<file path="src/sv/fsnc_pkg.sv">
// ---------------------------------------------------------------------------
// fsnc_pkg: shared types and constants for the FAT short name converter
// Character codes, register decode and the name/result structs.
// ---------------------------------------------------------------------------
package fsnc_pkg;

   localparam int BASE_LEN_DEF = 8;
   localparam int FULL_LEN_DEF = 11;
   localparam int BUF_BYTES    = 11;

   localparam logic [7:0] CH_NUL   = 8'h00;
   localparam logic [7:0] CH_DOT   = 8'h2E;
   localparam logic [7:0] CH_SLASH = 8'h2F;
   localparam logic [7:0] CH_SPACE = 8'h20;
   localparam logic [7:0] CH_LOW_A = 8'h61;
   localparam logic [7:0] CH_LOW_Z = 8'h7A;
   localparam logic [7:0] CASE_OFS = 8'h20;

   // register select is paddr[3]
   localparam logic REG_BASE = 1'b0;
   localparam logic REG_EXT  = 1'b1;

   typedef logic [BUF_BYTES-1:0][7:0] name_buf_type;

   // per-character strobe from the top into the name builder
   typedef struct packed {
      logic       take;
      logic [7:0] char_byte;
   } char_beat_type;

   // result fields as computed from the builder's current state
   typedef struct packed {
      logic [63:0] base_name;
      logic [23:0] ext_name;
      logic [3:0]  consumed_length;
      logic        too_long;
      logic        names_match;
   } name_result_type;

   function automatic logic [7:0] upcase(input logic [7:0] c);
      logic [7:0] r;
      r = c;
      if (c >= CH_LOW_A && c <= CH_LOW_Z) begin
         r = c - CASE_OFS;
      end
      return r;
   endfunction

   function automatic logic is_term(input logic [7:0] c);
      return (c == CH_NUL) || (c == CH_SLASH);
   endfunction

endpackage

</file>
<file path="src/sv/fsnc_if.sv">
// ---------------------------------------------------------------------------
// fsnc_if: valid/ready channels for characters and short-name results
// One interface per channel direction.
// ---------------------------------------------------------------------------
interface fsnc_req_if;
   logic       valid;
   logic       ready;
   logic [7:0] char_byte;

   modport source (output valid, output char_byte, input ready);
   modport sink   (input valid, input char_byte, output ready);
endinterface

interface fsnc_rsp_if;
   logic        valid;
   logic        ready;
   logic [63:0] base_name;
   logic [23:0] ext_name;
   logic [3:0]  consumed_length;
   logic        ended_with_slash;
   logic        too_long;
   logic        names_match;

   modport source (output valid, output base_name, output ext_name,
                   output consumed_length, output ended_with_slash,
                   output too_long, output names_match, input ready);
   modport sink   (input valid, input base_name, input ext_name,
                   input consumed_length, input ended_with_slash,
                   input too_long, input names_match, output ready);
endinterface

</file>
<file path="src/sv/fsnc_builder.sv">
// ---------------------------------------------------------------------------
// fsnc_builder: short name buffer and character state
// Holds the 11-byte name, position, extension flag, count and overflow.
// ---------------------------------------------------------------------------
module fsnc_builder #(
   parameter int BASE_LEN = fsnc_pkg::BASE_LEN_DEF,
   parameter int FULL_LEN = fsnc_pkg::FULL_LEN_DEF
) (
   input  logic                      clock,
   input  logic                      reset,
   input  fsnc_pkg::char_beat_type   beat,
   input  logic [63:0]               entry_base,
   input  logic [23:0]               entry_ext,
   output fsnc_pkg::name_result_type result
);

   localparam logic [3:0] BasePos = 4'(BASE_LEN);
   localparam logic [3:0] FullPos = 4'(FULL_LEN);

   fsnc_pkg::name_buf_type buf_ff, buf_in;
   logic [3:0] pos_ff, pos_in;
   logic [3:0] count_ff, count_in;
   logic       in_ext_ff, in_ext_in;
   logic       ovf_ff, ovf_in;

   logic       wr_en;
   logic [7:0] wr_char;
   logic [fsnc_pkg::BUF_BYTES*8-1:0] entry_all;
   logic       mismatch;

   assign wr_char = fsnc_pkg::upcase(beat.char_byte);

   always_comb begin
      buf_in    = buf_ff;
      pos_in    = pos_ff;
      count_in  = count_ff;
      in_ext_in = in_ext_ff;
      ovf_in    = ovf_ff;
      wr_en     = 1'b0;
      if (beat.take) begin
         priority if (fsnc_pkg::is_term(beat.char_byte)) begin
            buf_in    = {fsnc_pkg::BUF_BYTES{fsnc_pkg::CH_SPACE}};
            pos_in    = '0;
            count_in  = '0;
            in_ext_in = 1'b0;
            ovf_in    = 1'b0;
         end else if (ovf_ff) begin
            // swallow until terminator
         end else if (!in_ext_ff) begin
            if (beat.char_byte == fsnc_pkg::CH_DOT) begin
               in_ext_in = 1'b1;
               pos_in    = BasePos;
               count_in  = count_ff + 4'd1;
            end else if (pos_ff < BasePos) begin
               wr_en = 1'b1;
            end else begin
               ovf_in = 1'b1;
            end
         end else begin
            if (pos_ff < FullPos) begin
               wr_en = 1'b1;
            end else begin
               ovf_in = 1'b1;
            end
         end
         if (wr_en) begin
            pos_in   = pos_ff + 4'd1;
            count_in = count_ff + 4'd1;
            for (int i = 0; i < fsnc_pkg::BUF_BYTES; i++) begin
               if (pos_ff == 4'(i)) begin
                  buf_in[i] = wr_char;
               end
            end
         end
      end
   end

   always_ff @(posedge clock) begin
      if (reset) begin
         buf_ff    <= {fsnc_pkg::BUF_BYTES{fsnc_pkg::CH_SPACE}};
         pos_ff    <= '0;
         count_ff  <= '0;
         in_ext_ff <= 1'b0;
         ovf_ff    <= 1'b0;
      end else begin
         buf_ff    <= buf_in;
         pos_ff    <= pos_in;
         count_ff  <= count_in;
         in_ext_ff <= in_ext_in;
         ovf_ff    <= ovf_in;
      end
   end

   // compare only the first FULL_LEN bytes
   assign entry_all = {entry_ext, entry_base};

   always_comb begin
      mismatch = 1'b0;
      for (int i = 0; i < fsnc_pkg::BUF_BYTES; i++) begin
         if (i < FULL_LEN && buf_ff[i] != entry_all[8*i +: 8]) begin
            mismatch = 1'b1;
         end
      end
   end

   always_comb begin
      if (ovf_ff) begin
         result.base_name       = '0;
         result.ext_name        = '0;
         result.consumed_length = '0;
         result.too_long        = 1'b1;
         result.names_match     = 1'b0;
      end else begin
         result.base_name       = buf_ff[7:0];
         result.ext_name        = buf_ff[10:8];
         result.consumed_length = count_ff;
         result.too_long        = 1'b0;
         result.names_match     = !mismatch;
      end
   end

endmodule

</file>
<file path="src/sv/fat_short_name_convert_match.sv">
// ---------------------------------------------------------------------------
// fat_short_name_convert_match: FAT 8.3 short name builder and matcher
// Streams path characters into a padded 11-byte name and compares it
// against a configured directory entry name at each terminator.
// ---------------------------------------------------------------------------
//
//  channel | dir | handshake           | beat carries
//  --------+-----+---------------------+-------------------------------------
//  req_if  | in  | valid/ready         | char_byte
//  rsp_if  | out | valid/ready         | name, length, slash, too_long, match
//  csr     | in  | APB psel/penable    | entry_name_base (0x0), _ext (0x8)
//
//  Rate: one character beat per cycle while req_if.ready is high. The name state updates
//  at the accepting edge; a terminator (0 or '/') loads the result register
//  at that edge and the result is offered on the next cycle.
//  Stalls: req_if.ready drops only while a result is held and rsp_if.ready
//  is low; the result register is the only buffer between the two sides.
//  Reset (synchronous, active high): name state to all spaces, counters and
//  flags to zero, entry name registers to zero, result register empty.
//  After overflow all characters up to the terminator are swallowed.
//
module fat_short_name_convert_match #(
   parameter int BASE_LEN = fsnc_pkg::BASE_LEN_DEF,
   parameter int FULL_LEN = fsnc_pkg::FULL_LEN_DEF
) (
   input  logic        clock,
   input  logic        reset,
   fsnc_req_if.sink    req_if,
   fsnc_rsp_if.source  rsp_if,
   input  logic        psel,
   input  logic        penable,
   input  logic        pwrite,
   input  logic [3:0]  paddr,
   input  logic [63:0] pwdata,
   output logic [63:0] prdata,
   output logic        pready
);

   // ---- configuration registers ----
   logic [63:0] entry_base_ff;
   logic [23:0] entry_ext_ff;
   logic        csr_wr;

   assign pready = 1'b1;
   assign csr_wr = psel && penable && pwrite;

   always_ff @(posedge clock) begin
      if (reset) begin
         entry_base_ff <= '0;
         entry_ext_ff  <= '0;
      end else if (csr_wr) begin
         unique case (paddr[3])
            fsnc_pkg::REG_BASE: entry_base_ff <= pwdata;
            fsnc_pkg::REG_EXT:  entry_ext_ff  <= pwdata[23:0];
            default: ;
         endcase
      end
   end

   always_comb begin
      unique case (paddr[3])
         fsnc_pkg::REG_BASE: prdata = entry_base_ff;
         fsnc_pkg::REG_EXT:  prdata = {40'd0, entry_ext_ff};
         default:            prdata = '0;
      endcase
   end

   // ---- input handshake ----
   logic rsp_valid_ff;
   logic req_take;
   logic term_take;

   // result register frees up in the same cycle it is taken
   assign req_if.ready = !rsp_valid_ff || rsp_if.ready;
   assign req_take     = req_if.valid && req_if.ready;
   assign term_take    = req_take && fsnc_pkg::is_term(req_if.char_byte);

   fsnc_pkg::char_beat_type   beat;
   fsnc_pkg::name_result_type cur_result;

   assign beat.take      = req_take;
   assign beat.char_byte = req_if.char_byte;

   fsnc_builder #(
      .BASE_LEN (BASE_LEN),
      .FULL_LEN (FULL_LEN)
   ) u_builder (
      .clock      (clock),
      .reset      (reset),
      .beat       (beat),
      .entry_base (entry_base_ff),
      .entry_ext  (entry_ext_ff),
      .result     (cur_result)
   );

   // ---- result register ----
   fsnc_pkg::name_result_type result_ff;
   logic                      slash_ff;

   always_ff @(posedge clock) begin
      if (reset) begin
         rsp_valid_ff <= 1'b0;
      end else if (term_take) begin
         rsp_valid_ff <= 1'b1;
      end else if (rsp_if.ready) begin
         rsp_valid_ff <= 1'b0;
      end
   end

   // payload: snapshot of the name state as the terminator arrives
   always_ff @(posedge clock) begin
      if (term_take) begin
         result_ff <= cur_result;
         slash_ff  <= (req_if.char_byte == fsnc_pkg::CH_SLASH);
      end
   end

   assign rsp_if.valid            = rsp_valid_ff;
   assign rsp_if.base_name        = result_ff.base_name;
   assign rsp_if.ext_name         = result_ff.ext_name;
   assign rsp_if.consumed_length  = result_ff.consumed_length;
   assign rsp_if.ended_with_slash = slash_ff;
   assign rsp_if.too_long         = result_ff.too_long;
   assign rsp_if.names_match      = result_ff.names_match;

endmodule

</file>
<file path="src/flat_wrapper.sv">
// flat-port wrapper written by rule: the top's interface ports become plain ports
module fat_short_name_convert_match_flat 
#(
   parameter int BASE_LEN = fsnc_pkg::BASE_LEN_DEF,
   parameter int FULL_LEN = fsnc_pkg::FULL_LEN_DEF
)
  (clock, reset, psel, penable, pwrite, paddr, pwdata, prdata, pready, req_if_valid, req_if_char_byte, req_if_ready, rsp_if_valid, rsp_if_base_name, rsp_if_ext_name, rsp_if_consumed_length, rsp_if_ended_with_slash, rsp_if_too_long, rsp_if_names_match, rsp_if_ready);
  fsnc_req_if req_if_i ();
  fsnc_rsp_if rsp_if_i ();
  input  logic clock;
  input  logic reset;
  input  logic psel;
  input  logic penable;
  input  logic pwrite;
  input  logic [3:0] paddr;
  input  logic [63:0] pwdata;
  output logic [63:0] prdata;
  output logic pready;
  input wire logic [$bits(req_if_i.valid)-1:0] req_if_valid;
  input wire logic [$bits(req_if_i.char_byte)-1:0] req_if_char_byte;
  output wire logic [$bits(req_if_i.ready)-1:0] req_if_ready;
  output wire logic [$bits(rsp_if_i.valid)-1:0] rsp_if_valid;
  output wire logic [$bits(rsp_if_i.base_name)-1:0] rsp_if_base_name;
  output wire logic [$bits(rsp_if_i.ext_name)-1:0] rsp_if_ext_name;
  output wire logic [$bits(rsp_if_i.consumed_length)-1:0] rsp_if_consumed_length;
  output wire logic [$bits(rsp_if_i.ended_with_slash)-1:0] rsp_if_ended_with_slash;
  output wire logic [$bits(rsp_if_i.too_long)-1:0] rsp_if_too_long;
  output wire logic [$bits(rsp_if_i.names_match)-1:0] rsp_if_names_match;
  input wire logic [$bits(rsp_if_i.ready)-1:0] rsp_if_ready;
  assign req_if_i.valid = req_if_valid;
  assign req_if_i.char_byte = req_if_char_byte;
  assign req_if_ready = req_if_i.ready;
  assign rsp_if_valid = rsp_if_i.valid;
  assign rsp_if_base_name = rsp_if_i.base_name;
  assign rsp_if_ext_name = rsp_if_i.ext_name;
  assign rsp_if_consumed_length = rsp_if_i.consumed_length;
  assign rsp_if_ended_with_slash = rsp_if_i.ended_with_slash;
  assign rsp_if_too_long = rsp_if_i.too_long;
  assign rsp_if_names_match = rsp_if_i.names_match;
  assign rsp_if_i.ready = rsp_if_ready;
  fat_short_name_convert_match #(.BASE_LEN(BASE_LEN), .FULL_LEN(FULL_LEN)) u_core (.clock(clock), .reset(reset), .req_if(req_if_i), .rsp_if(rsp_if_i), .psel(psel), .penable(penable), .pwrite(pwrite), .paddr(paddr), .pwdata(pwdata), .prdata(prdata), .pready(pready));
endmodule
</file>
<file path="config.mk">
export PLATFORM = sky130hd
export DESIGN_NAME = fat_short_name_convert_match_flat
export DESIGN_NICKNAME = d
export VERILOG_FILES = /design/src/sv/fsnc_pkg.sv /design/src/sv/fsnc_if.sv /design/src/sv/fsnc_builder.sv /design/src/sv/fat_short_name_convert_match.sv /design/src/flat_wrapper.sv
export SDC_FILE = /design/constraint.sdc
export NUM_CORES = 1
export LEC_CHECK = 0
export BUFFER_PORTS_ARGS = -buffer_cell sky130_fd_sc_hd__buf_2
export CAP_MARGIN = 20
export CORE_MARGIN = 5
export CORE_UTILIZATION = 45
export CTS_CLUSTER_DIAMETER = 80
export DETAILED_ROUTE_END_ITERATION = 8
export PLACE_DENSITY = 0.76
export SLEW_MARGIN = 20
export SYNTH_ARGS = -nofsm -noshare
export SYNTH_HDL_FRONTEND = slang
export SYNTH_SLANG_ARGS = --single-unit
</file>
<file path="constraint.sdc">
create_clock -name clock -period 5.5 [get_ports clock]
set_clock_uncertainty 0.2 [all_clocks]
set_input_delay 1.65 -clock clock [delete_from_list [all_inputs] [get_ports clock]]
set_output_delay 1.65 -clock clock [all_outputs]
set_load 0.02 [all_outputs]
</file>
Word-level counts from Yosys, hierarchy flattened. Index checks and enable logic that the tools add are counted.

Output and inout bits: 162. Bits of input ports: 83. Register bits after elaboration: 282. Logic and storage cells: 131.

$add $sub $neg: 3. Bitwise operators: 1. Magnitude comparators: 4. Reductions and logical operators: 17. Eq/ne operators: 26. Muxes and demuxes: 56.

Operators with widths (count): two-way mux 88 bit (2); case mux 64 bit (2 select lines) (1); two-way mux 8 bit (12); inequality test 8 bit (11); two-way mux 4 bit (10); two-way mux 1 bit (30); == test 4 x 3 -> 1 bit (second input constant) (4); == test 8 x 6 -> 1 bit (second input constant) (2); == test 4 bit (second input constant) (3); adder 4 x 1 -> 4 bit (second input constant) (2); == test 4 x 2 -> 1 bit (second input constant) (2); greater-or-equal comparator 8 x 7 -> 1 bit (second input constant) (1); <= comparator 8 x 7 -> 1 bit (second input constant) (1); zero test 8 bit (1); less-than comparator 4 bit (second input constant) (2); subtractor 8 x 6 -> 8 bit (second input constant) (1); inequality test 3 x 1 -> 1 bit (second input constant) (2); AND reduction 2 bit (3); logical AND 1 bit (5); == test 4 x 1 -> 1 bit (second input constant) (1); zero test 4 bit (1); AND reduction 4 bit (1); nonzero test 3 bit (1); zero test 1 bit (2); other kinds (5) (6).

Depth between registers and ports, before layout. Gate-level depths: netlist (run 1).

Depth after elaboration: 14. Gate-level depth with buffers: 8.

By module. Synthesis (run 1) repeated with hierarchy kept, for this count alone.

Cells, all modules: 1278. Area total of the unflattened synthesis: 12361.9 sq um.

By module, submodules not included: fat_short_name_convert_match (instances 1, seq. area each 4634.4 sq um, cells each 565, area an instance 6568.8 sq um); fsnc_builder (instances 1, seq. area each 1961.9 sq um, cells each 713, area an instance 5793.1 sq um).

Worst setup path after synthesis (run 1). OpenSTA, ideal clock, no wires.

Kind: input to register. Start: input req_if_char_byte[1]. End: register u_core.result_ff, in the netlist u_core.rsp_if.base_name[0] (enable). Setup time: 0.448 ns. Data required time: 4.852 ns. Stages on the path: 7. Path slack: -0.146 ns. Data arrival time: 4.998 ns. Cell sequence: clkbuf_1 > nor4_1 > a22o_1 > clkbuf_1 > nand2_1 > clkbuf_1 > inv_1.

Longest elaborated chain between the ends: 3.

Ends and longest elaborated chain: start: declaration (line flat_wrapper.sv:20) `input wire logic [$bits(req_if_i.char_byte)-1:0] req_if_char_byte;`; == test 8 x 6 -> 1 bit / zero test 8 bit (equally long branches) (line fsnc_pkg.sv:50) `return (c == CH_NUL) || (c == CH_SLASH);`; logical OR 1 bit * (line fsnc_pkg.sv:50); logical AND 1 bit * (line fat_short_name_convert_match.sv:76) `assign term_take = req_take && fsnc_pkg::is_term(req_if.char_byte);`; net u_core.term_take (line fat_short_name_convert_match.sv:71) `logic term_take;`; end signal: assignment (line fat_short_name_convert_match.sv:113) `result_ff <= cur_result;`; end: declaration (line fat_short_name_convert_match.sv:97) `fsnc_pkg::name_result_type result_ff;`.

Mark *: on every way through the listed nets, which the timed path passes. The rest lies on a longest branch. A chain may end at the register's enable or synchronous reset.

Final worst setup path (run 1).
Start: input paddr[3]. End: output prdata[44].

Longest elaborated chain between the ends: 2.

Ends and longest elaborated chain: start: declaration (line flat_wrapper.sv:15) `input logic [3:0] paddr;`; inverter 1 bit (no source line); case mux 64 bit (2 select lines) * (line fat_short_name_convert_match.sv:61) `unique case (paddr[3])`; end: declaration (line flat_wrapper.sv:17) `output logic [63:0] prdata;`.

Mark *: on every way between the ends. The rest lies on a longest branch, timed or not.

==> flow_summary.ini, run 1 <==
[logic_synthesis]
seq_area_frac_synth_pct = 54.17
synth_edf_count = 95
synthCells = 1295
yosysMostFrequentCell = nand2_1
mappedNetlistArea_um2 = 12180
synth.area.top_cells = dfxtp_1, edfxtp_1, nand2_1, nor2b_1, a21oi_1
async_flop_share_pct = 0
synth_top_area_cell = dfxtp_1
ys_warn_count = 0
yosys_register_bits = 282
synth_nets = 1384
synth-main-ff-cell = dfxtp_1
ys_types = 55
synth_commonest_cells = nand2_1, dfxtp_1, a21oi_1, nor2b_1, edfxtp_1
postSynthAreaPerCell_um2 = 9.403
synth_top_cell_area_share_pct = 30.74

[clocking]
cts_buffers = 29
postCtsHoldBufs = 0
clock_sinks = 282
cts_tree = done
insertion_delay_ps = 550
clockBufferDepth = 3
post_cts_buffers = 0
cts_resized = 0
cts.clk_slew.worst_paths_ps = 60
h-tree-depth = 1
cts-root-buf = clkbuf_16

[floorplanning]
initial_utilization_pct = 45.43
row_count = 60
ioPinCount = 245
die-height_um = 174.5
chipWidth_um = 174.5
fp.dieArea_um2 = 30450
core-area_um2 = 26800

[grt]
grt_pass1_wl_um = 59630
grt_start_max_net_pins = 93
grt_pass1_vias = 9947
gr-total-overflow = 0
grt.total_usage_pct = 24.96
antenna_found_initial = 0

[detailed_routing]
vias_per_cell = 5.647
route.detailed.drc = 0
dr.pass1.iters = 5
drt_iter0_markers = 1158
post_drt_wl_per_cell_um = 21.24
drt-total-wl_um = 39530
vias = 10509
ant_nets = 0

[pwr]
clkPwrFrac_pct = 43.9
powerDensity_nw_per_um2 = 305.1
finalPower_uw = 4450
power_frac_comb_pct = 6.4
seqPwrFrac_pct = 49.8
p_switching_uw = 1037
p_leak_uw = 0.005804
power.ir.vdd_worst_mv = 0.2157
p_sw_share_pct = 23.29
internal_power_uw = 3414

[timing]
final.setup.tns_ps = 0
hold_ws_ps = 254.9
rsz0062_at_grt = false
slew_viol_final = 0
fin_crit_ps = 4933
tightest_slew_ps = 1191
finalSetupViolCount = 0
post-route-period-util_pct = 89.68
max_slew_margin_pct = 20.10
report.final.hold_viol_count = 0
timing.fmax_mhz = 202.7
fin_ws_ps = 567.4

[critical_path]
endpoint_kind = primary output
critPathTopFamily = buffers and inverters
crit_type = in -> out
crit_chain = buf_2 > buf_4 > nor2b_1 > buf_2
startpoint_type = primary input
crit_arrival_ps = 3080
crit_required_ps = 3650
path_buf_inv = 3
critical-path-max-stage-delay_ps = 720
crit_fanout = 45
crit_top_cell = buf_2
crit_path_top_delay_cell = buf_2

[placed_design]
dp_hpwl_um = 29180
place_ws_ps = 584.0
routabilityCongestion = 0.9529
port_buffers = 240
place_area_um2 = 13620

[cells_and_area]
finalInstanceArea_um2 = 14580
final.fill_count = 2364
diodes = 0
drive_above_1_share_pct = 24.61
area_growth_pct = 19.77
fin_nets = 1586

[job]
cap_violations = 0

[min_path]
hold_path.class = reg -> reg

[outcome]
status = finished clean
==> per-layer routing <==
| layer | vias to the layer above | global-route usage, % | part of all wire (%) |
|---|---|---|---|
| met3 | 78 | 4.263 | 10 |
| met5 | - | 0 | 0 |
| met1 | 5001 | 35.12 | 41 |
| met4 | 0 | 7.496 | 3.1 |
| met2 | 577 | 39.68 | 46 |
| li1 | 4853 | - | - |
==> power groups by stage <==
stage                     Combinational [µW]  Clock [µW]  Sequential (µW)
after floorplan                          182           0             2240
after global placement                   271           0             2260
after detailed placement                 277           0             2260
after CTS                                279        1970             2210
after global routing                     307        2070             2220
final                                    283        1950             2220
==> worst paths after layout <==
kind	start	endpoint	slack, ps	depth (start not counted)
hold / removal	u_core.entry_base_ff[11]$_SDFFE_PP0P_	u_core.entry_base_ff[11]$_SDFFE_PP0P_	250	2
setup / recovery	paddr[3]	prdata[44]	570	4
setup reg to reg	u_core.u_builder.pos_ff[0]$_SDFFE_PP0P_	u_core.u_builder.pos_ff[2]$_SDFFE_PP0P_	2340	6
hold reg to reg	u_core.entry_base_ff[11]$_SDFFE_PP0P_	u_core.entry_base_ff[11]$_SDFFE_PP0P_	250	2
==> cells by family after synthesis <==
family / share of synthesized area, %
fa+ha+maj: 0.6165
other cells: 0.03080
buf+inv: 4.141
xor+xnor: 4.172
simple gates: 22.51
flops: 54.17
compound gates: 11.86
mux: 2.497
==> through the flow <==
| step | std cells | utilization, % |
|---|---|---|
| after floorplan | 1295 | - |
| after global placement | 1807 | 50.79 |
| after detailed placement | 1807 | 50.80 |
| after CTS | 1861 | 54.39 |
| after global routing | 1861 | 54.42 |
| final | 1861 | 54.42 |
==> state kept, by name, summed over array words and instances (netlist names) <==
signal and flops:
u_core.u_builder.buf_ff 88, u_core.entry_base_ff 64, u_core.rsp_if.base_name 64, u_core.entry_ext_ff 24, u_core.rsp_if.ext_name 24, u_core.rsp_if.consumed_length 4, u_core.u_builder.count_ff 4, u_core.u_builder.pos_ff 4
u_core.rsp_if.ended_with_slash 1, u_core.rsp_if.names_match 1, u_core.rsp_if.too_long 1, u_core.rsp_if.valid 1, u_core.u_builder.in_ext_ff 1, u_core.u_builder.ovf_ff 1
==> final cells by class <==
class / count / area, µm² / area share, %
clock inverter: 7 / 45.04 / 0.3089
sequential: 282 / 6600 / 45.26
timing repair buffer: 255 / 1329 / 9.111
multi-input combinational: 886 / 5101 / 34.98
tap: 341 / 426.7 / 2.926
inverter: 43 / 165.2 / 1.132
clock buffer: 47 / 917.1 / 6.289
==> worst register-to-register path, delay by kind of cell, from the launching register on <==
kind	cells	cell delay, ps
AOI/OAI and AO/OA	2	680
adders and majority gates	1	270
DFF	1	370
and+or+nand+nor	3	1550
==> placed cells by master (no fill, tap or decap), drive strengths merged, types with 10 or more instances in the layout <==
cell type / instances
edfxtp: 95
nand4: 15
xnor2: 38
o21ai: 25
nand3: 66
mux2: 27
o22ai: 16
clkbuf: 47
nor2b: 125
nand2: 219
or2: 30
xor2: 20
nor2: 40
nor4: 19
a22o: 15
a21oi: 151
dfxtp: 187
buf: 255
nand2b: 10
inv: 44
(Power assumes the default switching activity.)
==> inputs of run 2 (changes only) <==
CORE_ASPECT_RATIO = 1.4   (was not set)
CORE_UTILIZATION = 50   (was 45)
PLACE_DENSITY = 0.83   (was 0.76)
==> flow_summary.ini, run 2 (same netlist as run 1, synthesis figures left out) <==
[clocking]
h-tree-depth = 1
cts_buffers = 26
cts.clk_slew.worst_paths_ps = 60
cts_resized = 0
post_cts_buffers = 0
cts-root-buf = clkbuf_16
insertion_delay_ps = 530
cts_tree = done
clock_sinks = 282
postCtsHoldBufs = 0
clockBufferDepth = 3

[critical_path]
crit_fanout = 40
worstReg2RegStart = u_core.u_builder.pos_ff[0]$_SDFFE_PP0P_
critical_path.startpoint = paddr[3]
crit_type = in -> out
startpoint_type = primary input
r2r_setup_slack_ps = 2200
crit_required_ps = 3650
endpoint_kind = primary output
crit_arrival_ps = 3020

[cells_and_area]
layout_common_cells = buf_2, nand2_1, dfxtp_1
drive_above_1_share_pct = 24.60
fin_nets = 1585
final_common_cell = buf_2
finalInstanceArea_um2 = 14460
area_growth_pct = 18.74
final.fill_count = 2067
largest_reg_flops = 88
top_register = u_core.u_builder.buf_ff

[detailed_routing]
route.detailed.drc = 0
drt-total-wl_um = 38200
post_drt_wl_per_cell_um = 20.91
vias = 10387
drt_iter0_markers = 1170
ant_nets = 0
dr.max_layer_used = met4
dr.pass1.iters = 6
wl_met1_um = 14770
routed-wl-met2_um = 18330
wl_met3_um = 3131
vias_per_cell = 5.685

[floorplanning]
chipWidth_um = 141.9
fp.dieArea_um2 = 27620
core-area_um2 = 23980
row_count = 67
die-height_um = 194.6
ioPinCount = 245
initial_utilization_pct = 50.79

[pwr]
power.ir.vdd_worst_mv = 0.2289
powerDensity_nw_per_um2 = 297.4
p_leak_uw = 0.005727

[timing]
post-route-period-util_pct = 88.48
timing.fmax_mhz = 205.5
slew_viol_final = 0
report.final.hold_viol_count = 0
tightest_slew_ps = 1199
max_slew_margin_pct = 19.57
fin_crit_ps = 4866
rsz0062_at_grt = false
finalSetupViolCount = 0
final.setup.tns_ps = 0

[placed_design]
routabilityCongestion = 0.9554
place_area_um2 = 13600
dp_hpwl_um = 28500
port_buffers = 240

[min_path]
hold_path.class = reg -> reg
holdCritStartpoint = u_core.entry_base_ff[37]$_SDFFE_PP0P_

[grt]
grt_pass1_wl_um = 57280
grt.total_usage_pct = 26.54
antenna_found_initial = 2
grt_start_max_net_pins = 96
grt_pass1_vias = 9938
gr-total-overflow = 0

[outcome]
status = finished clean

[job]
cap_violations = 0
-- run 2: metal layers --
| metal | vias to the layer above | global-route usage [%] |
|---|---|---|
| met3 | 107 | 4.179 |
| met1 | 4893 | 34.02 |
| met2 | 548 | 44.32 |
| met5 | - | 0 |
| li1 | 4839 | - |
| met4 | 0 | 11.42 |
-- run 2: where the power goes --
group,leakage (µW),switching (µW),total [µW],internal (µW)
combinational,0.00290,184,285,101
clock,0.000396,804,1800,999
sequential,0.00243,38.9,2210,2170
total,0.00573,1030,4300,3270
-- run 2: final timing paths --
kind,end,cells after the start
max,prdata[44],4
min,u_core.entry_base_ff[37]$_SDFFE_PP0P_,2
max reg2reg,u_core.u_builder.buf_ff[43]$_SDFFE_PP0P_,6
min reg2reg,u_core.entry_base_ff[37]$_SDFFE_PP0P_,2
-- run 2: critical path, cell delays in order --
cell and delay [ps]:
buf_2 660, buf_4 420, nor2b_1 90, buf_2 170
-- run 2: metrics by stage --
| step | cells | total power [µW] | utilization (%) | setup slack [ps] | hold slack (ps) |
|---|---|---|---|---|---|
| 2_1_floorplan | 1295 | 2421 | - | 417.7 | 206.4 |
| 3_3_place_gp | 1778 | 2527 | 56.72 | 703.6 | 241.8 |
| 3_5_place_dp | 1778 | 2535 | 56.72 | 657.1 | 248.3 |
| 4_1_cts | 1826 | 4305 | 60.30 | 653.4 | 257.1 |
| 5_1_grt | 1827 | 4414 | 60.31 | 569.3 | 289.2 |
| 6_report | 1827 | 4300 | 60.31 | 633.8 | 257.9 |
-- run 2: layout make-up --
cell class / count / area, µm² / area share [%]
Antenna cell: 1 / 2.502 / 0.01731
Clock buffer: 29 / 683.2 / 4.725
Clock inverter: 19 / 175.2 / 1.211
Inverter: 43 / 165.2 / 1.142
Multi-Input combinational cell: 886 / 5104 / 35.30
Sequential cell: 282 / 6598 / 45.63
Tap cell: 310 / 387.9 / 2.683
Timing Repair Buffer: 257 / 1344 / 9.294
